**src/rtl/vrrq_pkg.sv**
```systemverilog
// Shared types, codes and constants of the variable record ring queue.
package vrrq_pkg;

    // Field widths fixed by the transaction format.
    localparam int FUNC_W   = 3;
    localparam int HALF_W   = 16;
    localparam int BYTE_W   = 8;
    localparam int STAT_W   = 2;
    localparam int PCOUNT_W = 11;
    localparam int BUSED_W  = 13;

    // Record header: identifier low/high, then length low/high.
    localparam int HEADER_BYTES = 4;
    localparam int HDR_IDX_W    = 2;

    // Operation codes.
    localparam logic [FUNC_W-1:0] FUNC_BEGIN = 3'd0;
    localparam logic [FUNC_W-1:0] FUNC_IBYTE = 3'd1;
    localparam logic [FUNC_W-1:0] FUNC_DIST  = 3'd2;
    localparam logic [FUNC_W-1:0] FUNC_RBYTE = 3'd3;
    localparam logic [FUNC_W-1:0] FUNC_CLEAR = 3'd4;

    // Result status codes.
    localparam logic [STAT_W-1:0] STATUS_OK     = 2'd0;
    localparam logic [STAT_W-1:0] STATUS_NOROOM = 2'd1;
    localparam logic [STAT_W-1:0] STATUS_EMPTY  = 2'd2;
    localparam logic [STAT_W-1:0] STATUS_SEQ    = 2'd3;

    // Controller states.
    typedef enum logic [2:0] {
        S_IDLE,
        S_EXEC,
        S_HDR_WR,
        S_HDR_RD,
        S_HDR_LAST,
        S_DIST_COMMIT,
        S_BYTE_CAP,
        S_FIN
    } t_state;

    // Byte store access of the current cycle.
    typedef enum logic [2:0] {
        MEM_NONE,
        MEM_HDR_WR,
        MEM_BYTE_WR,
        MEM_HDR_RD,
        MEM_BYTE_RD
    } t_mem_op;

    // Commands from the controller to the datapath.
    typedef struct packed {
        logic              latch;
        logic              res_init;
        logic [STAT_W-1:0] res_status;
        logic              ins_commit;
        t_mem_op           mem_op;
        logic              k_clr;
        logic              k_inc;
        logic              hdr_cap;
        logic              dist_wrap;
        logic              dist_commit;
        logic              byte_cap;
        logic              clear;
        logic              load_out;
    } t_cmd;

    // Status from the datapath to the controller.
    typedef struct packed {
        logic [FUNC_W-1:0] func;
        logic              ins_pend;
        logic              rd_pend;
        logic              empty;
        logic              room_ok;
        logic              k_zero;
        logic              k_last;
    } t_stat;

endpackage

```
**src/rtl/vrrq_ctrl.sv**
```systemverilog
// Controller: sequences each transaction through the datapath and the output slot.
module vrrq_ctrl (
    input  logic            i_clk,
    input  logic            i_rst_n,
    input  logic            i_in_valid,
    output logic            o_in_ready,
    output logic            o_out_valid,
    input  logic            i_out_ready,
    input  vrrq_pkg::t_stat i_stat,
    output vrrq_pkg::t_cmd  o_cmd
);

    vrrq_pkg::t_state r_state, n_state;
    logic             r_out_valid, n_out_valid;

    // State and output slot registers.
    always_ff @(posedge i_clk) begin
        if (!i_rst_n) begin
            r_state     <= vrrq_pkg::S_IDLE;
            r_out_valid <= 1'b0;
        end else begin
            r_state     <= n_state;
            r_out_valid <= n_out_valid;
        end
    end

    // Next state and datapath commands.
    always_comb begin
        n_state          = r_state;
        o_cmd            = '0;
        o_cmd.mem_op     = vrrq_pkg::MEM_NONE;
        o_cmd.res_status = vrrq_pkg::STATUS_OK;
        o_in_ready       = 1'b0;

        unique case (r_state)
            vrrq_pkg::S_IDLE: begin
                // No transaction is taken while reset is held.
                o_in_ready  = i_rst_n;
                o_cmd.latch = i_in_valid;
                if (i_in_valid) begin
                    n_state = vrrq_pkg::S_EXEC;
                end
            end
            vrrq_pkg::S_EXEC: begin
                o_cmd.res_init = 1'b1;
                o_cmd.k_clr    = 1'b1;
                n_state        = vrrq_pkg::S_FIN;
                case (i_stat.func)
                    vrrq_pkg::FUNC_BEGIN: begin
                        if (i_stat.ins_pend) begin
                            o_cmd.res_status = vrrq_pkg::STATUS_SEQ;
                        end else if (!i_stat.room_ok) begin
                            o_cmd.res_status = vrrq_pkg::STATUS_NOROOM;
                        end else begin
                            o_cmd.ins_commit = 1'b1;
                            n_state          = vrrq_pkg::S_HDR_WR;
                        end
                    end
                    vrrq_pkg::FUNC_IBYTE: begin
                        if (!i_stat.ins_pend) begin
                            o_cmd.res_status = vrrq_pkg::STATUS_SEQ;
                        end else begin
                            o_cmd.mem_op = vrrq_pkg::MEM_BYTE_WR;
                        end
                    end
                    vrrq_pkg::FUNC_DIST: begin
                        if (i_stat.ins_pend || i_stat.rd_pend) begin
                            o_cmd.res_status = vrrq_pkg::STATUS_SEQ;
                        end else if (i_stat.empty) begin
                            o_cmd.res_status = vrrq_pkg::STATUS_EMPTY;
                        end else begin
                            o_cmd.dist_wrap = 1'b1;
                            n_state         = vrrq_pkg::S_HDR_RD;
                        end
                    end
                    vrrq_pkg::FUNC_RBYTE: begin
                        if (!i_stat.rd_pend) begin
                            o_cmd.res_status = vrrq_pkg::STATUS_SEQ;
                        end else begin
                            o_cmd.mem_op = vrrq_pkg::MEM_BYTE_RD;
                            n_state      = vrrq_pkg::S_BYTE_CAP;
                        end
                    end
                    vrrq_pkg::FUNC_CLEAR: begin
                        o_cmd.clear = 1'b1;
                    end
                    default: begin
                        o_cmd.res_status = vrrq_pkg::STATUS_SEQ;
                    end
                endcase
            end
            vrrq_pkg::S_HDR_WR: begin
                o_cmd.mem_op = vrrq_pkg::MEM_HDR_WR;
                o_cmd.k_inc  = 1'b1;
                if (i_stat.k_last) begin
                    n_state = vrrq_pkg::S_FIN;
                end
            end
            vrrq_pkg::S_HDR_RD: begin
                // Read data is registered, so capture trails the address.
                o_cmd.mem_op  = vrrq_pkg::MEM_HDR_RD;
                o_cmd.k_inc   = 1'b1;
                o_cmd.hdr_cap = !i_stat.k_zero;
                if (i_stat.k_last) begin
                    n_state = vrrq_pkg::S_HDR_LAST;
                end
            end
            vrrq_pkg::S_HDR_LAST: begin
                o_cmd.hdr_cap = 1'b1;
                n_state       = vrrq_pkg::S_DIST_COMMIT;
            end
            vrrq_pkg::S_DIST_COMMIT: begin
                o_cmd.dist_commit = 1'b1;
                n_state           = vrrq_pkg::S_FIN;
            end
            vrrq_pkg::S_BYTE_CAP: begin
                o_cmd.byte_cap = 1'b1;
                n_state        = vrrq_pkg::S_FIN;
            end
            vrrq_pkg::S_FIN: begin
                // Move the result into the output slot once it is free.
                if (!r_out_valid || i_out_ready) begin
                    o_cmd.load_out = 1'b1;
                    n_state        = vrrq_pkg::S_IDLE;
                end
            end
            default: begin
                n_state = vrrq_pkg::S_IDLE;
            end
        endcase
    end

    // Output slot occupancy.
    always_comb begin
        n_out_valid = r_out_valid;
        if (o_cmd.load_out) begin
            n_out_valid = 1'b1;
        end else if (i_out_ready) begin
            n_out_valid = 1'b0;
        end
    end

    assign o_out_valid = r_out_valid;

endmodule
```
**config.mk**
```make
export PLATFORM = sky130hd
export DESIGN_NAME = vrrq_ctrl
export DESIGN_NICKNAME = d
export VERILOG_FILES = /design/src/rtl/vrrq_pkg.sv /design/src/rtl/vrrq_ctrl.sv
export SDC_FILE = /design/constraint.sdc
export NUM_CORES = 1
export LEC_CHECK = 0
export ABC_AREA = 1
export ABC_CLOCK_PERIOD_IN_PS = 2150
export BUFFER_PORTS_ARGS = -buffer_cell sky130_fd_sc_hd__buf_2
export CAP_MARGIN = 20
export CORE_AREA = 2 2 39 41
export CTS_CLUSTER_SIZE = 14
export DETAILED_ROUTE_END_ITERATION = 10
export DIE_AREA = 0 0 41 43
export GPL_TIMING_DRIVEN = 0
export PLACE_DENSITY = 0.83
export SETUP_SLACK_MARGIN = 0.5
export SYNTH_ARGS = -nofsm -noshare
export SYNTH_HDL_FRONTEND = slang
export SYNTH_SLANG_ARGS = --single-unit
```
**constraint.sdc**
```tcl
create_clock -name i_clk -period 2.15 [get_ports i_clk]
set_input_delay 0.3225 -clock i_clk [delete_from_list [all_inputs] [get_ports i_clk]]
set_output_delay 0.3225 -clock i_clk [all_outputs]
set_load 0.005 [all_outputs]
```
# After elaboration in Yosys (flattened, before gate mapping)
# Index checks and enable logic that the tools add are counted.
# word_totals
register_bits,4
out_inout_bits,18
# classes
eq_ne,15
n_mux,43
n_reduce_logical,10
# ops
operator,count
two-way mux 3 bit,9
two-way mux 1 bit,21
case mux 3 bit (7 select lines),1
case mux 3 bit (3 select lines),2
== test 3 bit (second input constant),5
== test 3 x 2 -> 1 bit (second input constant),4
two-way mux 2 bit,6
case mux 2 bit (5 select lines),1
inequality test 2 bit (second input constant),4
== test 3 x 1 -> 1 bit (second input constant),2
zero test 3 bit,2
case mux 3 bit (2 select lines),1
two-way mux 4 bit,1
AND reduction 4 bit,1
OR reduction 2 bit,2
zero test 1 bit,2
logical OR 1 bit,2
case mux 1 bit (2 select lines),1
nonzero test 2 bit,1

# Longest topological paths before layout
# Gate-level depths: netlist of run 1.
# logic_depth
ltp_word,5
depth_mapped,9
mapped_depth_nobuf,9

# Worst setup path after synthesis of run 1
# No wires, ideal clock.
# synth_timing
path_type,reg2out
from,reg r_state[0]
to,out o_cmd[12] (netlist bit)
arrival_time_ps,1022
t_required_ps,1827
setup_slack_ps,805
path_stages_with_launch,7
path_buffers,0
cell_sequence,dfxtp_1 -> inv_1 -> nor2_2 -> inv_2 -> nor2_4 -> inv_2 -> a41oi_1
# synth_lines
item,line,rtl
"start, declared",vrrq_ctrl.sv:13,"vrrq_pkg::t_state r_state, n_state;"
"start signal, assigned",vrrq_ctrl.sv:19,r_state <= vrrq_pkg::S_IDLE;
"start signal, assigned",vrrq_ctrl.sv:22,r_state <= n_state;
"end, declared",vrrq_ctrl.sv:10,output vrrq_pkg::t_cmd o_cmd

==> results.md, run 1 <==
- Required @ worst endpoint: around 1.8 ns
- Critical Path Sink Type: output pin
- Post-Synth XOR/XNOR Area: 0%
- Die area: 1763 um^2
- Critical Path AT: ~1.3 ns
- Area after DPL: around 690 um^2
- Vias: 697
- TritonRoute pass-1 iters: 6
- Sink Count: 4
- Crit path time final: roughly 1.6 ns
- Largest net degree at the start of global routing: 8
- Crit path launch type: flop
- Total Wirelength: ~1.5 mm
- Cells after Synth: 87
- Most common library cells after synthesis: nand2_1 (12), nor2_1 (12), inv_1 (11)
- Final hold vios: 0
- Antenna viol nets, final: 0
- Initial core utilization: ~38%
- Synth Area in Compound Gates: 14.15%
- Nets: ~140
- Synth top area cells: dfxtp_1 (15%), nand2_1 (8.6%), nor2_1 (8.6%)
- Seq/Total Area, Yosys: around 15%
- Synth Area in Simple Gates: between 50% and 60%
- RSZ-0062 raised after global routing: true
- Final setup viols: 0
- Fmax: approximately 610 MHz
- Number of synthesized flops with an enable pin: 0
- Via/cell ratio: 4.979
- Fin Setup TNS: 0 ns
- CTS Buffer Depth: 2
- Final Skew: 0.003579 ns
- # fillers: 148
- Share of layout cells above drive strength 1: 55.65%
- Num rows: 14
- CP max stage delay: ~0.36 ns
- CTS tree: done
- Hold Slack: about 0.32 ns
- Slew margin rel.: 84.23%
- Outcome: finished, final reports clean
- Post-synth ARST share: 0%
- Lkg Pwr: around 0.42 nW
- DIE HEIGHT: 43 um
- PD cells: around 1100 nW/um^2
- Worst slew pin tran: about 0.23 ns
- Tcrit/Tclk final: 76.43%
- RD Place Congestion: 0.7217
- Syn Std Cell Area: 521.8 um^2
- DRT iter0 DRCs: 8
- Die W: about 41 um
- Detailed placement HPWL: 1.228 mm
- Slew Limit Fails: 0
- Largest family of logic cells by synthesized area: simple AND/OR/NAND/NOR gates
- Synth top area share: between 10% and 20%
- Final instance area: around 790 um^2
- Crit path cell chain: inv_4 -> nor2_4 -> inv_2 -> nor2_4 -> buf_6 -> nand3_2 -> nor2_1 -> buf_2
- Critical path class: reg2out
- Post-synthesis register bit count: 4
- Post-Syn Area per Cell: approximately 6 um^2
- Core Region: roughly 1400 um^2
- Cts hold-fix bufs: 0
- Area taken by multi-input logic gates: 385.4 um^2
- First-pass GRT wire length: about 2.2 mm
- Max-cap violations: 0
- DRC Markers: 0
- Antenna diode count: 0
- Placed Instances: roughly 130
- FF/Latch Area: approximately 91 um^2
- Clk_lat worst skew: about 0.23 ns
- Clock transition at path regs: around 0.04 ns
- Yosys cell types: 21
- # H-tree levels: 1
- Ports: 31
- Adder-cell area share of the yosys netlist: 0%
- Biggest area consumer among synthesized cells: dfxtp_1
- Final Non-Filler Cells: 140
- Max IR drop VDD: between 0.0005 and 0.0006 V
- Prevailing post-synth register cell: dfxtp_1
- WL per Instance: ~11 um
- Worst hold path type: in2reg
- Syn. warnings: 0
- CTS Buf Count: 3
- PortBufs: 30
- GRT Resource Usage Total: about 18%
- Antenna violations before repair: 0
- Vias in the first global route: around 630
- Syn nets: 100
- Crit path max fanout: 4
- Cell with the most instances on the worst path: nor2_4
- Root Driver: clkbuf_4
- Final total power: 0.8660 mW
- Grt total ovfl: 0
- Post-synthesis mux area share: 0%
- Syn-to-layout area delta: 52.28%
- CP max stage cell: dfxtp_4
==> layout make-up <==
| cell class | count | area share, % |
|---|---|---|
| clock buffer | 3 | 2.835 |
| sequential | 4 | 11.50 |
| buffer | 3 | 2.835 |
| tap | 16 | 2.520 |
| inverter | 17 | 8.661 |
| multi-input combinational | 63 | 48.50 |
| timing repair buffer | 34 | 23.15 |
==> worst max-delay path, delay by kind of cell, from the launching register on <==
family                 cells  cell delay (ns)
AND/OR/NAND/NOR            4             0.40
flip-flops                 1             0.36
buffers and inverters      4             0.33
==> routing by layer <==
layer,GRT usage (%),wire (um)
met1,19.49,595
met2,30.94,802
met5,0,0
met4,9.333,21
met3,1.047,113
==> metrics by stage <==
stage	util, %	worst slack [ns]
global route	57.41	0.4267
floorplan	-	0.8053
finish	57.41	0.5068
detailed placement	50.00	0.5710
CTS	53.35	0.4707
global placement	50.00	0.6230
==> path summary, 6_finish.rpt <==
check / startpoint / end / slack [ns] / cells after the start
setup / recovery: r_state[0] / o_cmd[11] / 0.51 / 8
hold reg to reg: r_state[0] / r_state[0] / 0.53 / 2
setup reg to reg: r_state[1] / r_state[0] / 0.90 / 7
hold / removal: i_rst_n / o_out_valid / 0.32 / 2
==> cell families (layout without fill, tap and decap cells) <==
kind of cell	after synthesis	count (layout)
simple gates	52	52
buf+inv	20	57
compound gates	11	11
flops	4	4
==> where the power goes <==
group | switching [mW] | internal, mW | leakage (nW) | total [mW]
clock network | 0.0258 | 0.0621 | 0.0138 | 0.0878
registers | 0.0612 | 0.121 | 0.0348 | 0.182
logic | 0.320 | 0.276 | 0.368 | 0.596
==> cell usage in the layout (no fill, tap or decap), types with 4 or more instances in the layout <==
cell and n:
buf_2 30, nor2_1 12, nand2_1 12, inv_1 10
nand2_2 7, nand3_1 7, buf_4 6, inv_2 5
nor2_4 4
==> registers in the layout (all words and copies together) (netlist names) <==
signal       flops
o_out_valid      1
r_state          3
==> timing repair <==
item                       CTS  global route
gates resized for setup      6             9
gates cloned                 0             0
setup buffers                1             3
pin swaps                    1             3
setup endpoints to repair    7             7
No activity file was read; power rests on OpenSTA's default activity.
==> inputs of run 2 (changes only) <==
--- a/config.mk
+++ b/config.mk
@@ -6,7 +6,7 @@
 export NUM_CORES = 1
 export LEC_CHECK = 0
 export ABC_AREA = 1
-export ABC_CLOCK_PERIOD_IN_PS = 2150
+export ABC_CLOCK_PERIOD_IN_PS = 1700
 export BUFFER_PORTS_ARGS = -buffer_cell sky130_fd_sc_hd__buf_2
 export CAP_MARGIN = 20
 export CORE_AREA = 2 2 39 41
==> constraint.sdc (replaced) <==
create_clock -name i_clk -period 1.7 [get_ports i_clk]
set_input_delay 0.255 -clock i_clk [delete_from_list [all_inputs] [get_ports i_clk]]
set_output_delay 0.255 -clock i_clk [all_outputs]
set_load 0.005 [all_outputs]
==> run 2 against run 1 <==
Effect of this change: clock skew shrank 0.00082 ns; sequential share of layout area shrank 2.6 points; non-clock buffer count grew 13; power grew 84%; core utilization grew 17 points; sequential power grew 40%; sequential cell count did not move.
==> results.md, run 2 (synthesis gave the netlist of run 1 again) <==
- Critical path class: reg2out
- Required @ worst endpoint: around 1.4 ns
- DRC Markers: 0
- Largest net degree at the start of global routing: 8
- Grt total ovfl: 0
- Final hold vios: 0
- Pre-CTS setup slack: about 0.31 ns
- # H-tree levels: 1
- DIE HEIGHT: 43 um
- Lkg Pwr: about 0.52 nW
- Crit path max-delay family: buffers and inverters
- Antenna viol nets, final: 0
- Ports: 31
- WL per Instance: 12.03 um
- TritonRoute pass-1 iters: 4
- Fmax: between 600 and 700 MHz
- Worst hold path type: in2reg
- Max IR drop VDD: between 0.001 and 0.0015 V
- CTS Buf Count: 3
- Outcome: finished, final reports clean
- Core Region: 1384 um^2
- Root Driver: clkbuf_4
- Worst slew pin tran: 0.2868 ns
- Leading cell types in the layout, fill and taps excluded: buf_2 (28), buf_4 (16), nand2_1 (10), nor2_1 (9), inv_1 (8)
- Final critical-path setup slack: between 0.15 and 0.2 ns
- Vias: about 760
- Critical Path AT: 1.26 ns
- GRT Resource Usage Total: 19.32%
- Die area: 1763 um^2
- DR top layer: met4
- Number of flip-flops in the largest register: 3
- First-pass GRT wire length: between 2 and 2.5 mm
- Antenna diode count: 0
- Nets: between 150 and 200
- PD cells: ~1600 nW/um^2
- Critical Path Sink Type: output pin
- Top reg by flops: r_state
- Syn-to-layout area delta: 96.16%
- Met1 wire length: about 730 um
- Final total power: about 1.6 mW
- CTS tree: done
- Met2 WL: around 960 um
- Fin Setup TNS: 0 ns
- RSZ-0062 raised after global routing: true
- Clk_lat worst skew: approximately 0.23 ns
- PortBufs: 30
- Share of layout cells above drive strength 1: 69.34%
- Slew Limit Fails: 0
- Vias in the first global route: between 600 and 700
- RD Place Congestion: between 0.7 and 0.8
- Routed wl met3: ~92 um
- CP max stage delay: between 0.3 and 0.4 ns
- Crit path launch type: flop
- DRT iter0 DRCs: 11
- Tcrit/Tclk final: roughly 89%
- Die W: roughly 41 um
- Final setup viols: 0
- Via/cell ratio: around 5
- CTS Buffer Depth: 2
- Antenna violations before repair: 0
- Final Skew: about 0.0028 ns
- Sink Count: 4
- Leading cell type in the layout, fill and taps excluded: buf_2
- Crit path max fanout: 3
- Max-cap violations: 0
- Crit path cell chain: inv_4 -> buf_4 -> buf_6 -> nand2_4 -> nor2_4 -> inv_2 -> nor2_1 -> buf_2
- Num rows: 14
- Clock transition at path regs: about 0.040 ns
- Total Wirelength: approximately 1.8 mm
- Slew margin rel.: roughly 81%
- Detailed placement HPWL: 1.136 mm
- Crit path time final: 1.514 ns
- Buf+Inv Stages, Crit Path: 5
- CP max stage cell: dfxtp_4
- Initial core utilization: 37.70%
[run 2: through the flow]
stage / hold WS [ns] / cells / util, % / area (um^2)
after floorplan: 0.3726 / 87 / - / 544.3
after global placement: 0.4751 / 133 / 51.63 / 714.4
after detailed placement: 0.4834 / 133 / 51.63 / 714.4
after CTS: 0.2492 / 150 / 65.82 / 910.9
after global routing: 0.2628 / 153 / 73.96 / 1023
final: 0.2495 / 153 / 73.96 / 1023
[run 2: final cells by class]
| type | count | area (um^2) |
|---|---|---|
| plain buffers | 3 | 26.28 |
| clock buffers | 3 | 22.52 |
| fillers | 97 | 360.3 |
| repair buffers | 47 | 301.5 |
| multi-input cells | 63 | 488.0 |
| inverters | 17 | 73.82 |
| flip-flops and latches | 4 | 91.34 |
| well taps | 16 | 20.02 |
[run 2: worst paths after layout]
check                            startpoint           to  slack [ns]  cells after the start
worst max-delay path             r_state[0]   o_in_ready        0.19                      8
worst min-delay path                i_rst_n  o_out_valid        0.25                      2
worst max register to register   r_state[0]   r_state[0]        0.32                     11
worst min register to register  o_out_valid   r_state[2]        0.61                      4
[run 2: power by group]
part | switching [mW] | internal, mW
clock network | 0.0314 | 0.0784
logic | 0.608 | 0.619
registers | 0.102 | 0.154
total | 0.741 | 0.851
[run 2: timing repair]
item	CTS	global route
gates resized for setup	21	19
buffers inserted	14	3
hold buffers	0	0
pin swaps	8	12
endpoints found under the setup margin	20	20
[run 2: metal layers]
layer  up-vias  global-route usage, %
met4         0                  4.000
met5         -                      0
met1       348                  19.42
met3         4                      0
met2        26                  39.38
li1        386                      -
[run 2: worst reg2reg max path, delay by kind of cell (launching register included)]
family | cells | cell delay (ns)
buffers and inverters | 4 | 0.39
AND/OR/NAND/NOR | 6 | 0.43
AO/OA/AOI/OAI | 1 | 0.13
flip-flops | 1 | 0.36
